[config.mk]
export PLATFORM = sky130hd
export DESIGN_NAME = positional_list_engine
export DESIGN_NICKNAME = d
export VERILOG_FILES = /design/src/design/ple_pkg.sv /design/src/design/ple_ram.sv /design/src/design/positional_list_engine.sv
export VERILOG_INCLUDE_DIRS = /design/src /design/src/design
export SDC_FILE = /design/constraint.sdc
export NUM_CORES = 2
export LEC_CHECK = 0
export BUFFER_PORTS_ARGS = -buffer_cell sky130_fd_sc_hd__buf_2
export CORE_AREA = 3 3 400 402
export CTS_CLUSTER_DIAMETER = 120
export DETAILED_ROUTE_END_ITERATION = 10
export DIE_AREA = 0 0 403 405
export GPL_ROUTABILITY_DRIVEN = 0
export PLACE_DENSITY_LB_ADDON = 0.15
export SETUP_SLACK_MARGIN = 0.15
export SLEW_MARGIN = 25
export SYNTH_ARGS = -nofsm -noshare
export SYNTH_HDL_FRONTEND = slang
export SYNTH_SLANG_ARGS = --single-unit
[constraint.sdc]
create_clock -name clk -period 6.31 [get_ports clk]
set_input_delay 0.631 -clock clk [delete_from_list [all_inputs] [get_ports clk]]
set_output_delay 0.631 -clock clk [all_outputs]
set_load 0.01 [all_outputs]
[src/design/positional_list_engine_assert.svh]
// Assertion macros shared by the positional list engine RTL.
// Expects clk and arst_n in the scope of the including module.
`ifndef POSITIONAL_LIST_ENGINE_ASSERT_SVH
`define POSITIONAL_LIST_ENGINE_ASSERT_SVH

// Condition must hold at every clock edge out of reset.
`define PLE_ASSERT_ALWAYS(lbl, expr, msg) \
	lbl: assert property (@(posedge clk) disable iff (!arst_n) (expr)) else $error(msg);

// Consequent must hold in the same cycle as the antecedent.
`define PLE_ASSERT_SAME(lbl, ante, cons, msg) \
	lbl: assert property (@(posedge clk) disable iff (!arst_n) (ante) |-> (cons)) \
		else $error(msg);

// Consequent must hold in the cycle after the antecedent.
`define PLE_ASSERT_NEXT(lbl, ante, cons, msg) \
	lbl: assert property (@(posedge clk) disable iff (!arst_n) (ante) |=> (cons)) \
		else $error(msg);

`endif

[src/design/ple_pkg.sv]
// Shared types and constants of the positional list engine.
// No dependencies; imported by the top level.
package ple_pkg;

	// Field widths of the stream items
	localparam int OP_W        = 3;
	localparam int POS_W       = 7;
	localparam int VAL_W       = 32;
	localparam int STAT_W      = 2;
	localparam int CNT_OUT_W   = 7;
	localparam int IN_TDATA_W  = 48;
	localparam int OUT_TDATA_W = 48;

	// Default configuration
	localparam int DEF_CAPACITY   = 64;
	localparam int DEF_DATA_WIDTH = 32;

	typedef enum logic [OP_W-1:0] {
		OP_APPEND     = 3'd0,
		OP_POP_BACK   = 3'd1,
		OP_PUSH_FRONT = 3'd2,
		OP_POP_FRONT  = 3'd3,
		OP_INSERT_AT  = 3'd4,
		OP_ERASE_AT   = 3'd5,
		OP_CLEAR      = 3'd6
	} op_t;

	typedef enum logic [STAT_W-1:0] {
		ST_DONE  = 2'd0,
		ST_RANGE = 2'd1,
		ST_FULL  = 2'd2
	} status_t;

	typedef enum logic [2:0] {
		S_IDLE = 3'b001,
		S_RUN  = 3'b010,
		S_DONE = 3'b100
	} state_t;

endpackage

[src/design/ple_ram.sv]
// Generic single-write, single-read synchronous RAM with registered read data.
// No dependencies; used for the element store of the list engine.
module ple_ram #(
	parameter int WIDTH = 32,
	parameter int DEPTH = 64
) (
	input  logic                     clk,
	input  logic                     we,
	input  logic [$clog2(DEPTH)-1:0] waddr,
	input  logic [WIDTH-1:0]         wdata,
	input  logic [$clog2(DEPTH)-1:0] raddr,
	output logic [WIDTH-1:0]         rdata
);

	logic [WIDTH-1:0] mem [DEPTH];

	// One write and one registered read per cycle
	always_ff @(posedge clk) begin
		if (we) begin
			mem[waddr] <= wdata;
		end
		rdata <= mem[raddr];
	end

endmodule

[src/design/positional_list_engine.sv]
// Positional list engine top level: ordered store of up to CAPACITY elements.
// Depends on ple_pkg, ple_ram and positional_list_engine_assert.svh.
//
// Elements sit packed in order in one RAM (one write, one registered read per
// cycle). Each input transfer yields exactly one output transfer. Clear, the
// unused opcode and every rejected operation go straight to the result stage;
// an insert at the end (push back, or insert at the count) only writes the value
// in the shift stage; any other insert or removal reads n = count - position
// entries through the RAM port pair, one entry per cycle, so at most CAPACITY
// entries. The single RAM port pair sets that rate. The next item is taken as
// soon as the previous result sits in the output register.
`include "positional_list_engine_assert.svh"

module positional_list_engine
	import ple_pkg::*;
#(
	parameter int CAPACITY   = DEF_CAPACITY,
	parameter int DATA_WIDTH = DEF_DATA_WIDTH
) (
	input  logic                   clk,
	input  logic                   arst_n,
	input  logic                   s_axis_tvalid,
	output logic                   s_axis_tready,
	// [2:0] operation, [9:3] position, [41:10] value, [47:42] zero
	input  logic [IN_TDATA_W-1:0]  s_axis_tdata,
	output logic                   m_axis_tvalid,
	input  logic                   m_axis_tready,
	// [31:0] removed_value, [33:32] status, [40:34] element_count, [47:41] zero
	output logic [OUT_TDATA_W-1:0] m_axis_tdata
);

	localparam int AW    = $clog2(CAPACITY);
	localparam int CNT_W = $clog2(CAPACITY + 1);
	localparam int CMP_W = (CNT_W > POS_W) ? CNT_W : POS_W;
	localparam int PAD_W = OUT_TDATA_W - (VAL_W + STAT_W + CNT_OUT_W);

	// Control state
	state_t                state_q;
	logic [CNT_W-1:0]      count_q;
	logic [CNT_W-1:0]      rd_left_q;
	logic                  rd_v_s1;
	logic                  m_valid_q;

	// Operation payload
	logic                  mode_ins_q;
	logic                  first_q;
	logic [AW-1:0]         at_q;
	logic [AW-1:0]         rd_addr_q;
	logic [DATA_WIDTH-1:0] val_q;
	logic [AW-1:0]         rd_dst_s1;
	logic                  rd_cap_s1;
	logic [VAL_W-1:0]      res_removed_q;
	status_t               res_status_q;
	logic [VAL_W-1:0]      m_removed_q;
	status_t               m_status_q;
	logic [CNT_OUT_W-1:0]  m_count_q;

	// Input field unpack
	op_t               in_op;
	logic [POS_W-1:0]  in_pos;
	logic [VAL_W-1:0]  in_val;
	logic              in_xfer;

	assign in_op   = op_t'(s_axis_tdata[OP_W-1:0]);
	assign in_pos  = s_axis_tdata[OP_W+POS_W-1:OP_W];
	assign in_val  = s_axis_tdata[OP_W+POS_W+VAL_W-1:OP_W+POS_W];
	assign in_xfer = s_axis_tvalid && s_axis_tready;

	// Decode of the accepted operation against the current count
	logic          is_full;
	logic          is_empty;
	logic          dec_ins;
	logic          dec_rem;
	logic          dec_clear;
	status_t       dec_status;
	logic [AW-1:0] dec_at;

	assign is_full  = (count_q == CNT_W'(CAPACITY));
	assign is_empty = (count_q == '0);

	always_comb begin
		dec_ins    = 1'b0;
		dec_rem    = 1'b0;
		dec_clear  = 1'b0;
		dec_status = ST_DONE;
		dec_at     = '0;
		case (in_op)
			OP_APPEND: begin
				if (is_full) dec_status = ST_FULL;
				else begin
					dec_ins = 1'b1;
					dec_at  = AW'(count_q);
				end
			end
			OP_POP_BACK: begin
				if (is_empty) dec_status = ST_RANGE;
				else begin
					dec_rem = 1'b1;
					dec_at  = AW'(count_q - CNT_W'(1));
				end
			end
			OP_PUSH_FRONT: begin
				if (is_full) dec_status = ST_FULL;
				else dec_ins = 1'b1;
			end
			OP_POP_FRONT: begin
				if (is_empty) dec_status = ST_RANGE;
				else dec_rem = 1'b1;
			end
			OP_INSERT_AT: begin
				if (CMP_W'(in_pos) > CMP_W'(count_q)) dec_status = ST_RANGE;
				else if (is_full) dec_status = ST_FULL;
				else begin
					dec_ins = 1'b1;
					dec_at  = AW'(in_pos);
				end
			end
			OP_ERASE_AT: begin
				if (CMP_W'(in_pos) >= CMP_W'(count_q)) dec_status = ST_RANGE;
				else begin
					dec_rem = 1'b1;
					dec_at  = AW'(in_pos);
				end
			end
			OP_CLEAR: dec_clear = 1'b1;
			default: ;
		endcase
	end

	// RAM access: writes follow their reads in the next cycle
	logic                  rd_en;
	logic                  run_end;
	logic                  mem_we;
	logic [AW-1:0]         mem_waddr;
	logic [DATA_WIDTH-1:0] mem_wdata;
	logic [DATA_WIDTH-1:0] mem_rdata;
	logic                  out_free;

	assign rd_en     = (state_q == S_RUN) && (rd_left_q != '0);
	assign run_end   = (state_q == S_RUN) && (rd_left_q == '0) && !rd_v_s1;
	assign mem_we    = (state_q == S_RUN) &&
		((rd_v_s1 && !rd_cap_s1) || (run_end && mode_ins_q));
	assign mem_waddr = rd_v_s1 ? rd_dst_s1 : at_q;
	assign mem_wdata = rd_v_s1 ? mem_rdata : val_q;
	assign out_free  = !m_valid_q || m_axis_tready;

	ple_ram #(
		.WIDTH (DATA_WIDTH),
		.DEPTH (CAPACITY)
	) u_store (
		.clk   (clk),
		.we    (mem_we),
		.waddr (mem_waddr),
		.wdata (mem_wdata),
		.raddr (rd_addr_q),
		.rdata (mem_rdata)
	);

	// Sequencer, count and output valid
	always_ff @(posedge clk or negedge arst_n) begin
		if (!arst_n) begin
			state_q   <= S_IDLE;
			count_q   <= '0;
			rd_left_q <= '0;
			rd_v_s1   <= 1'b0;
			m_valid_q <= 1'b0;
		end else begin
			rd_v_s1 <= rd_en;
			if (m_valid_q && m_axis_tready && state_q != S_DONE) m_valid_q <= 1'b0;
			case (state_q)
				S_IDLE: begin
					if (in_xfer) begin
						if (dec_ins || dec_rem) begin
							rd_left_q <= count_q - CNT_W'(dec_at);
							state_q   <= S_RUN;
						end else begin
							if (dec_clear) count_q <= '0;
							state_q <= S_DONE;
						end
					end
				end
				S_RUN: begin
					if (rd_en) rd_left_q <= rd_left_q - CNT_W'(1);
					if (run_end) begin
						count_q <= mode_ins_q ? count_q + CNT_W'(1) : count_q - CNT_W'(1);
						state_q <= S_DONE;
					end
				end
				S_DONE: begin
					if (out_free) begin
						m_valid_q <= 1'b1;
						state_q   <= S_IDLE;
					end
				end
				default: state_q <= S_IDLE;
			endcase
		end
	end

	// Operation and result payload
	always_ff @(posedge clk) begin
		rd_cap_s1 <= rd_en && first_q;
		rd_dst_s1 <= mode_ins_q ? rd_addr_q + AW'(1) : rd_addr_q - AW'(1);
		if (state_q == S_IDLE && in_xfer) begin
			mode_ins_q    <= dec_ins;
			first_q       <= dec_rem;
			at_q          <= dec_at;
			val_q         <= DATA_WIDTH'(in_val);
			rd_addr_q     <= dec_ins ? AW'(count_q - CNT_W'(1)) : dec_at;
			res_removed_q <= '0;
			res_status_q  <= dec_status;
		end
		if (rd_en) begin
			rd_addr_q <= mode_ins_q ? rd_addr_q - AW'(1) : rd_addr_q + AW'(1);
			first_q   <= 1'b0;
		end
		// First read of a removal is the removed element
		if (state_q == S_RUN && rd_v_s1 && rd_cap_s1) begin
			res_removed_q <= VAL_W'(mem_rdata);
		end
		if (state_q == S_DONE && out_free) begin
			m_removed_q <= res_removed_q;
			m_status_q  <= res_status_q;
			m_count_q   <= CNT_OUT_W'(count_q);
		end
	end

	assign s_axis_tready = (state_q == S_IDLE);
	assign m_axis_tvalid = m_valid_q;
	assign m_axis_tdata  = {{PAD_W{1'b0}}, m_count_q, m_status_q, m_removed_q};

	// Checks
	`PLE_ASSERT_ALWAYS(a_count_bound, count_q <= CNT_W'(CAPACITY),
		"element count above capacity")
	`PLE_ASSERT_SAME(a_no_rw_collision, mem_we && rd_en, mem_waddr != rd_addr_q,
		"RAM read and write hit the same entry")
	`PLE_ASSERT_SAME(a_full_count, m_valid_q && m_status_q == ST_FULL,
		m_count_q == CNT_OUT_W'(CAPACITY), "full status with store not full")
	`PLE_ASSERT_NEXT(a_run_ends_done, run_end, state_q == S_DONE,
		"shift pass did not hand over to the result stage")

endmodule
-- After elaboration in Yosys (flattened, before gate mapping)
Memory sizes are Yosys's and may differ from the RTL's. A register that Yosys moved wholly into a read port is not among the register bits.
Cells that the tools add are included.
- multiply operators: 0
- $lt $le $gt $ge: 2
- add/sub/neg operators: 6
- eq/ne operators: 18
- bitwise logic cells: 0
- reduce and logical (&&, ||, !) cells: 32
- multiplexer cells: 47
- shifts and indexed selects: 0
- div/mod/pow operators: 0
- operators by type and width (operator ; number):
    2-to-1 mux 32 bit ; 3
    2-to-1 mux 6 bit ; 11
    2-to-1 mux 7 bit ; 8
    case mux 7 bit (2 select lines) ; 2
    case mux 6 bit (4 select lines) ; 1
    logical AND 1 bit ; 14
    logical NOT 7 bit ; 2
    subtractor 7 x 1 -> 7 bit (second input constant) ; 2
    equality test 3 bit (second input constant) ; 4
    2-to-1 mux 1 bit ; 12
    2-to-1 mux 3 bit ; 4
    equality test 3 x 2 -> 1 bit (second input constant) ; 3
    case mux 3 bit (3 select lines) ; 1
    != test 2 bit (second input constant) ; 4
    case mux 2 bit (4 select lines) ; 1
    adder 7 x 1 -> 7 bit (second input constant) ; 1
    equality test 7 bit (second input constant) ; 1
    >= comparator 7 bit ; 1
    > comparator 7 bit ; 1
    nonzero test 7 bit ; 1
    subtractor 7 x 6 -> 7 bit ; 1
    adder 6 x 1 -> 6 bit (second input constant) ; 1
    equality test 3 x 1 -> 1 bit (second input constant) ; 2
    != test 2 x 1 -> 1 bit (second input constant) ; 3
    other kinds (12) ; 21
- bits of input ports: 52
- word-level logic and storage cells: 123
- bits in latches: 0
- memories: 1
- output and inout bits: 50
- flip-flop bits (word level): 147
- ROM bits: 0
- memory bits (writable): 2048
- memory list (name ; words ; bits a word ; rd ports ; clocked after memory_dff ; write ports ; line ; source):
    u_store.mem ; 64 ; 32 ; 1 ; 1 ; 1 ; ple_ram.sv:15 ; logic [WIDTH-1:0] mem [DEPTH];

-- Logic depth before layout (Yosys ltp)
- depth after elaboration: 8
- mapped depth: 16
- gate-level depth less buffers: 15

-- Modules after synthesis
A second synthesis with hierarchy kept.
- cells, all modules: 3864
- area total of the unflattened synthesis: 85495.7 µm²
- modules (own cells, without submodules) (module ; cells an instance ; sequential area each (µm²) ; area an instance (µm²) ; instances):
    ple_ram ; 3324 ; 62139.6 ; 78515.3 ; 1
    positional_list_engine ; 540 ; 4240.3 ; 6980.4 ; 1

-- Worst setup path before layout
No wires, ideal clock.
- path kind: register to register
- from: register rd_left_q[0]
- to: memory u_store.mem[17][0] (enable)
- setup slack: 2.703 ns
- arrival: 3.186 ns
- library setup time: 0.421 ns
- stages on the path, launching flop included: 9
- path buffers: 0
- required time: 5.889 ns
- clock period less this slack: 3.607 ns
- path through: dfrtp_1 inv_1 ha_1 or4b_4 nor4_1 o21ai_0 nor2_1 nand2_1 nor2_1
- word-level cells in the longest chain between the ends: 8
- RTL lines (element ; line ; source):
    from (decl) ; positional_list_engine.sv:40 ; logic [CNT_W-1:0] rd_left_q;
    from (signal assigned) ; positional_list_engine.sv:174 ; rd_left_q <= count_q - CNT_W'(dec_at);
    from (signal assigned) ; positional_list_engine.sv:183 ; if (rd_en) rd_left_q <= rd_left_q - CNT_W'(1);
    logical NOT 7 bit ; positional_list_engine.sv:140 ; assign run_end = (state_q == S_RUN) && (rd_left_q == '0) && !rd_v_s1;
    logical AND 1 bit (2 in series) ; positional_list_engine.sv:140 ;
    logical AND 1 bit ; positional_list_engine.sv:142 ; ((rd_v_s1 && !rd_cap_s1) || (run_end && mode_ins_q));
    logical OR 1 bit ; positional_list_engine.sv:142 ;
    logical AND 1 bit ; positional_list_engine.sv:141 ; assign mem_we = (state_q == S_RUN) &&
    2-to-1 mux 1 bit ; ple_ram.sv:19 ; if (we) begin
    2-to-1 mux 1 bit (not written as such) ; ple_ram.sv:20 ; mem[waddr] <= wdata;
    to (decl) ; ple_ram.sv:15 ;
Every way passes these cells.

-- Final worst setup path
- from: register mode_ins_q
- to: memory u_store.mem[41][14] (enable)
- word-level cells in the longest chain between the ends: 5
- RTL lines (element ; line ; source):
    from (decl) ; positional_list_engine.sv:45 ; logic mode_ins_q;
    from (signal assigned) ; positional_list_engine.sv:205 ; mode_ins_q <= dec_ins;
    logical AND 1 bit ; positional_list_engine.sv:142 ;
    logical OR 1 bit ; positional_list_engine.sv:142 ;
    logical AND 1 bit ; positional_list_engine.sv:141 ;
    2-to-1 mux 1 bit ; ple_ram.sv:19 ;
    2-to-1 mux 1 bit (not written as such) ; ple_ram.sv:20 ;
Every way passes these cells.

==> impl_table.tex <==
\begin{tabular}{lr}
\hline
Metric & Value \\
\hline
\multicolumn{2}{l}{\textbf{Power}} \\
\quad Sequential share of power & 0.449 \\
\quad Sw power & 11.1 mW \\
\quad Sw Share & 0.280 \\
\quad Internal cell power & 28.6 mW \\
\quad Leakage power figure & 30.7 nW \\
\quad Combinational group share of total power & 0.225 \\
\quad Clock share of power & 0.325 \\
\quad Total power divided by cell area & 408 nW/um\^{}2 \\
\quad Maximum vdd drop & 0.000474 V \\
\multicolumn{2}{l}{\textbf{Worst setup path}} \\
\quad Arrival time at the worst endpoint & 5120 ps \\
\quad Critical path's top delay family & simple AND/OR/NAND/NOR gates \\
\quad Reg2reg end & u\_store.mem[41][14]\$\_DFFE\_PP\_ \\
\quad Critical path peak fanout & 20 \\
\quad Capture point of the critical path & u\_store.mem[41][14]\$\_DFFE\_PP\_ \\
\quad Bufs and invs on worst path & 2 \\
\quad Critical path class & flip-flop to flip-flop \\
\quad Crit. path cell count & 7 \\
\quad Slack of the worst reg-to-reg path & 1690 ps \\
\quad Slowest library cell on the worst path & sky130\_fd\_sc\_hd\_\_nor2\_4 \\
\quad Worst reg-to-reg path cell count & 7 \\
\quad Slowest stage delay, CP & 980 ps \\
\quad Worst-path cell chain & inv\_1 > nor4\_1 > o21ai\_0 > nor2\_1 > nand2\_1 > nor2\_4 > buf\_4 \\
\quad Reg-to-Reg Start & mode\_ins\_q\$\_DFFE\_PP\_ \\
\quad Startpoint Class & flip-flop \\
\quad CP required & 6810 ps \\
\quad Start point of the critical path & mode\_ins\_q\$\_DFFE\_PP\_ \\
\quad Endpoint kind of the worst setup timing path & flip-flop \\
\multicolumn{2}{l}{\textbf{Timing}} \\
\quad Final worst path period need & 4620 ps \\
\quad Tightest hold margin & 50.0 ps \\
\quad Share of the clock period used by the worst path & 0.732 \\
\quad Highest achievable clock rate & 217 MHz \\
\quad Setup TNS after final layout & 0 ps \\
\quad Final number of max-transition violations & 0 \\
\quad Unrepaired setup endpoints after global routing & no \\
\quad Transition at the pin with the smallest max-transition slack & 1070 ps \\
\quad Count of endpoints failing hold in the final timing report & 0 \\
\quad Worst Skew & 32.5 ps \\
\quad Count of final setup violators & 0 \\
\quad Worst slew margin relative to its limit & 0.287 \\
\multicolumn{2}{l}{\textbf{Logic synthesis}} \\
\quad Count of mapped cells out of synthesis & 3877 \\
\quad Fraction of post-synthesis cell area in the top cell type by area & 0.758 \\
\quad Commonest cells in the netlist & sky130\_fd\_sc\_hd\_\_edfxtp\_1 (2168), sky130\_fd\_sc\_hd\_\_mux4\_2 (562), sky130\_fd\_sc\_hd\_\_a21oi\_1 (112) \\
\quad Number of warnings reported in the yosys synthesis log & 0 \\
\quad Cell area after technology mapping & 85900 sq um \\
\quad Number of enable-type register cells in the synthesized netlist & 2168 \\
\quad Share of flip-flops with an asynchronous set or reset & 0.00853 \\
\quad Library cell with the highest instance count after synthesis & sky130\_fd\_sc\_hd\_\_edfxtp\_1 \\
\quad Post-synthesis cell type count & 68 \\
\quad Register bit count reported by yosys & 2227 \\
\quad Fraction of the yosys area taken by sequential cells & 0.773 \\
\quad Mean cell area of the mapped netlist & 22.2 sq um \\
\quad Area contributors post-synth & sky130\_fd\_sc\_hd\_\_edfxtp\_1 (76\%), sky130\_fd\_sc\_hd\_\_mux4\_2 (15\%), sky130\_fd\_sc\_hd\_\_dfxtp\_1 (0.93\%) \\
\quad Most used flip-flop cell after synthesis & sky130\_fd\_sc\_hd\_\_edfxtp\_1 \\
\quad Cell taking the most area after synthesis & sky130\_fd\_sc\_hd\_\_edfxtp\_1 \\
\multicolumn{2}{l}{\textbf{Clocking}} \\
\quad Inserted Clock Buffers & 217 \\
\quad TritonCTS clock tree & done \\
\quad Sink count of the clock tree & 2227 \\
\quad Maximum buffer depth of the clock tree & 3 \\
\quad H-tree levels & 4 \\
\quad Root buffer selected by CTS & sky130\_fd\_sc\_hd\_\_clkbuf\_16 \\
\quad Clock-pin slew of the registers on the worst-case setup and hold paths & 60 ps \\
\quad Clock latency on the worst-skew pair & 850 ps \\
\quad Post-CTS Setup Repair Bufs & 0 \\
\multicolumn{2}{l}{\textbf{Placement}} \\
\quad Placed wire-length estimate after detailed placement & 115 mm \\
\quad Number of I/O port buffers & 88 \\
\quad Placed Area & 89800 sq um \\
\multicolumn{2}{l}{\textbf{Detailed routing}} \\
\quad Post-detailed-route wirelength per cell & 31.9 um \\
\quad Total vias in the final route & 40700 \\
\quad Total Wirelength & 204 mm \\
\quad Pre-Repair DR Iteration Count & 5 \\
\quad Antenna-violating nets left & 0 \\
\quad Remaining routing DRC violations & 0 \\
\quad Detailed-route vias per instance & 6.37 \\
\quad DR iter-0 viols & 4459 \\
\multicolumn{2}{l}{\textbf{Cells and area}} \\
\quad Final Net Count & 4222 \\
\quad Fraction of final layout cells with drive strength greater than 1 & 0.289 \\
\quad Area growth syn-to-layout & 13.3\% \\
\quad Post-route cell area & 97300 sq um \\
\multicolumn{2}{l}{\textbf{Worst hold path}} \\
\quad Path category of the worst min-delay check & primary input to flip-flop \\
\multicolumn{2}{l}{\textbf{Floorplan}} \\
\quad Core Box Area & 156000 sq um \\
\quad Die outline width & 403 um \\
\quad Chip height & 405 um \\
\quad Floorplan row count & 145 \\
\quad Total Die Area & 163000 sq um \\
\quad Initial Util & 0.549 \\
\quad Number of top-level design ports & 102 \\
\multicolumn{2}{l}{\textbf{Global routing}} \\
\quad Pin count of the biggest net entering global routing & 117 \\
\quad Total GRT Usage & 0.255 \\
\quad GRT overflow & 0 \\
\quad Vias in the first global route & 41300 \\
\quad Number of antenna violations at the first check in global routing & 3 \\
\quad Global-route wire length before repair & 297 mm \\
\multicolumn{2}{l}{\textbf{Status}} \\
\quad Outcome & completed \\
\multicolumn{2}{l}{\textbf{Flow run}} \\
\quad Max cap viols & 0 \\
\hline
\end{tabular}
## state kept, by name (all words and copies together), names as in the netlist
signal and count:
count_q 7, at_q 6, u_store.mem 2048, rd_addr_q 6, res_status_q 2, mode_ins_q 1
res_removed_q 32, rd_v_s1 1, u_store.rdata 32, rd_dst_s1 6, val_q 32, m_axis_tvalid 1
m_removed_q 32, state_q 3, rd_cap_s1 1, m_status_q 2, rd_left_q 7, m_count_q 7
first_q 1
## layer usage
metal | GRT usage | vias up | routed length, um
met2 | 0.400 | 1740 | 98200
met5 | 0 | - | 0
met4 | 0.0794 | 0 | 6070
met1 | 0.373 | 21800 | 84100
li1 | - | 16900 | -
met3 | 0.0454 | 286 | 15600
## per-stage QoR
stage	cells	worst slack, ps	total power, mW	utilization
finish	6394	1690	39.7	0.622
global route	6392	1450	41.2	0.622
CTS	6390	1800	40.1	0.622
detailed placement	5962	1840	27.2	0.574
global placement	5951	1870	27.0	0.572
floorplan	3883	2700	24.0	-
## kinds of logic after synthesis
group | count (synthesis) | share of synthesized area
AO/OA/AOI/OAI | 343 | 0.0259
XOR/XNOR | 16 | 0.00163
adder cells (fa/ha/maj) | 21 | 0.00315
buffers and inverters | 242 | 0.0142
flip-flops | 2227 | 0.773
multiplexers | 686 | 0.163
other | 1 | 0.0000437
AND/OR/NAND/NOR | 341 | 0.0197
## area by class of cell
type,instances,area [sq um]
fillers,10700,59100
clock inverters,126,1300
diodes,2,5.00
flip-flops and latches,2227,66400
repair buffers,257,2170
multi-input cells,1414,18900
clock buffers,278,5860
well taps,2058,2570
inverters,32,120
## worst min path at each step
stage                                                from                         to  cells past startpoint
after floorplan                                    arst_n     count_q[0]$_DFFE_PN0P_                      0
after global placement    res_removed_q[20]$_SDFFCE_PN0P_  m_removed_q[20]$_DFFE_PP_                      0
after detailed placement  res_removed_q[27]$_SDFFCE_PN0P_  m_removed_q[27]$_DFFE_PP_                      0
after CTS                                s_axis_tdata[26]        val_q[16]$_DFFE_PP_                      1
after global routing                     s_axis_tdata[12]         val_q[2]$_DFFE_PP_                      1
final                                    s_axis_tdata[12]         val_q[2]$_DFFE_PP_                      1
## power groups by stage
stage / Clock, mW / Sequential [mW] / Combinational [mW]
2_1_floorplan: 0 / 18.0 / 6.00
3_3_place_gp: 0 / 18.2 / 8.85
3_5_place_dp: 0 / 18.1 / 9.04
4_1_cts: 13.1 / 17.8 / 9.08
5_1_grt: 13.8 / 17.9 / 9.54
6_report: 12.9 / 17.9 / 8.95
## repair_timing
item                                   4_1_cts  5_1_grt
endpoints found under the hold margin       41        0
resized for setup                            0        0
hold buffers                                24        0
## layout by cell type (no fill, tap or decap), drive strengths merged, types with 6 or more instances in the layout
| cell | n |
|---|---|
| a21oi | 112 |
| xnor2 | 14 |
| and3 | 6 |
| o21ai | 55 |
| o32ai | 7 |
| nor2b | 8 |
| and2 | 84 |
| nand2b | 7 |
| clkinvlp | 6 |
| mux4 | 562 |
| nand3 | 13 |
| inv | 38 |
| nor2 | 98 |
| o31ai | 20 |
| a211oi | 63 |
| ha | 20 |
| o22ai | 16 |
| mux2i | 75 |
| edfxtp | 2168 |
| a22oi | 16 |
| clkbuf | 278 |
| nand2 | 79 |
| mux2 | 49 |
| nor3 | 13 |
| dlygate4sd3 | 24 |
| clkinv | 91 |
| o211ai | 8 |
| a221oi | 18 |
| dfxtp | 40 |
| buf | 233 |
| dfrtp | 18 |
| bufinv | 23 |
| conb | 7 |
| nor4 | 7 |
No activity file was read; power rests on OpenSTA's default activity.
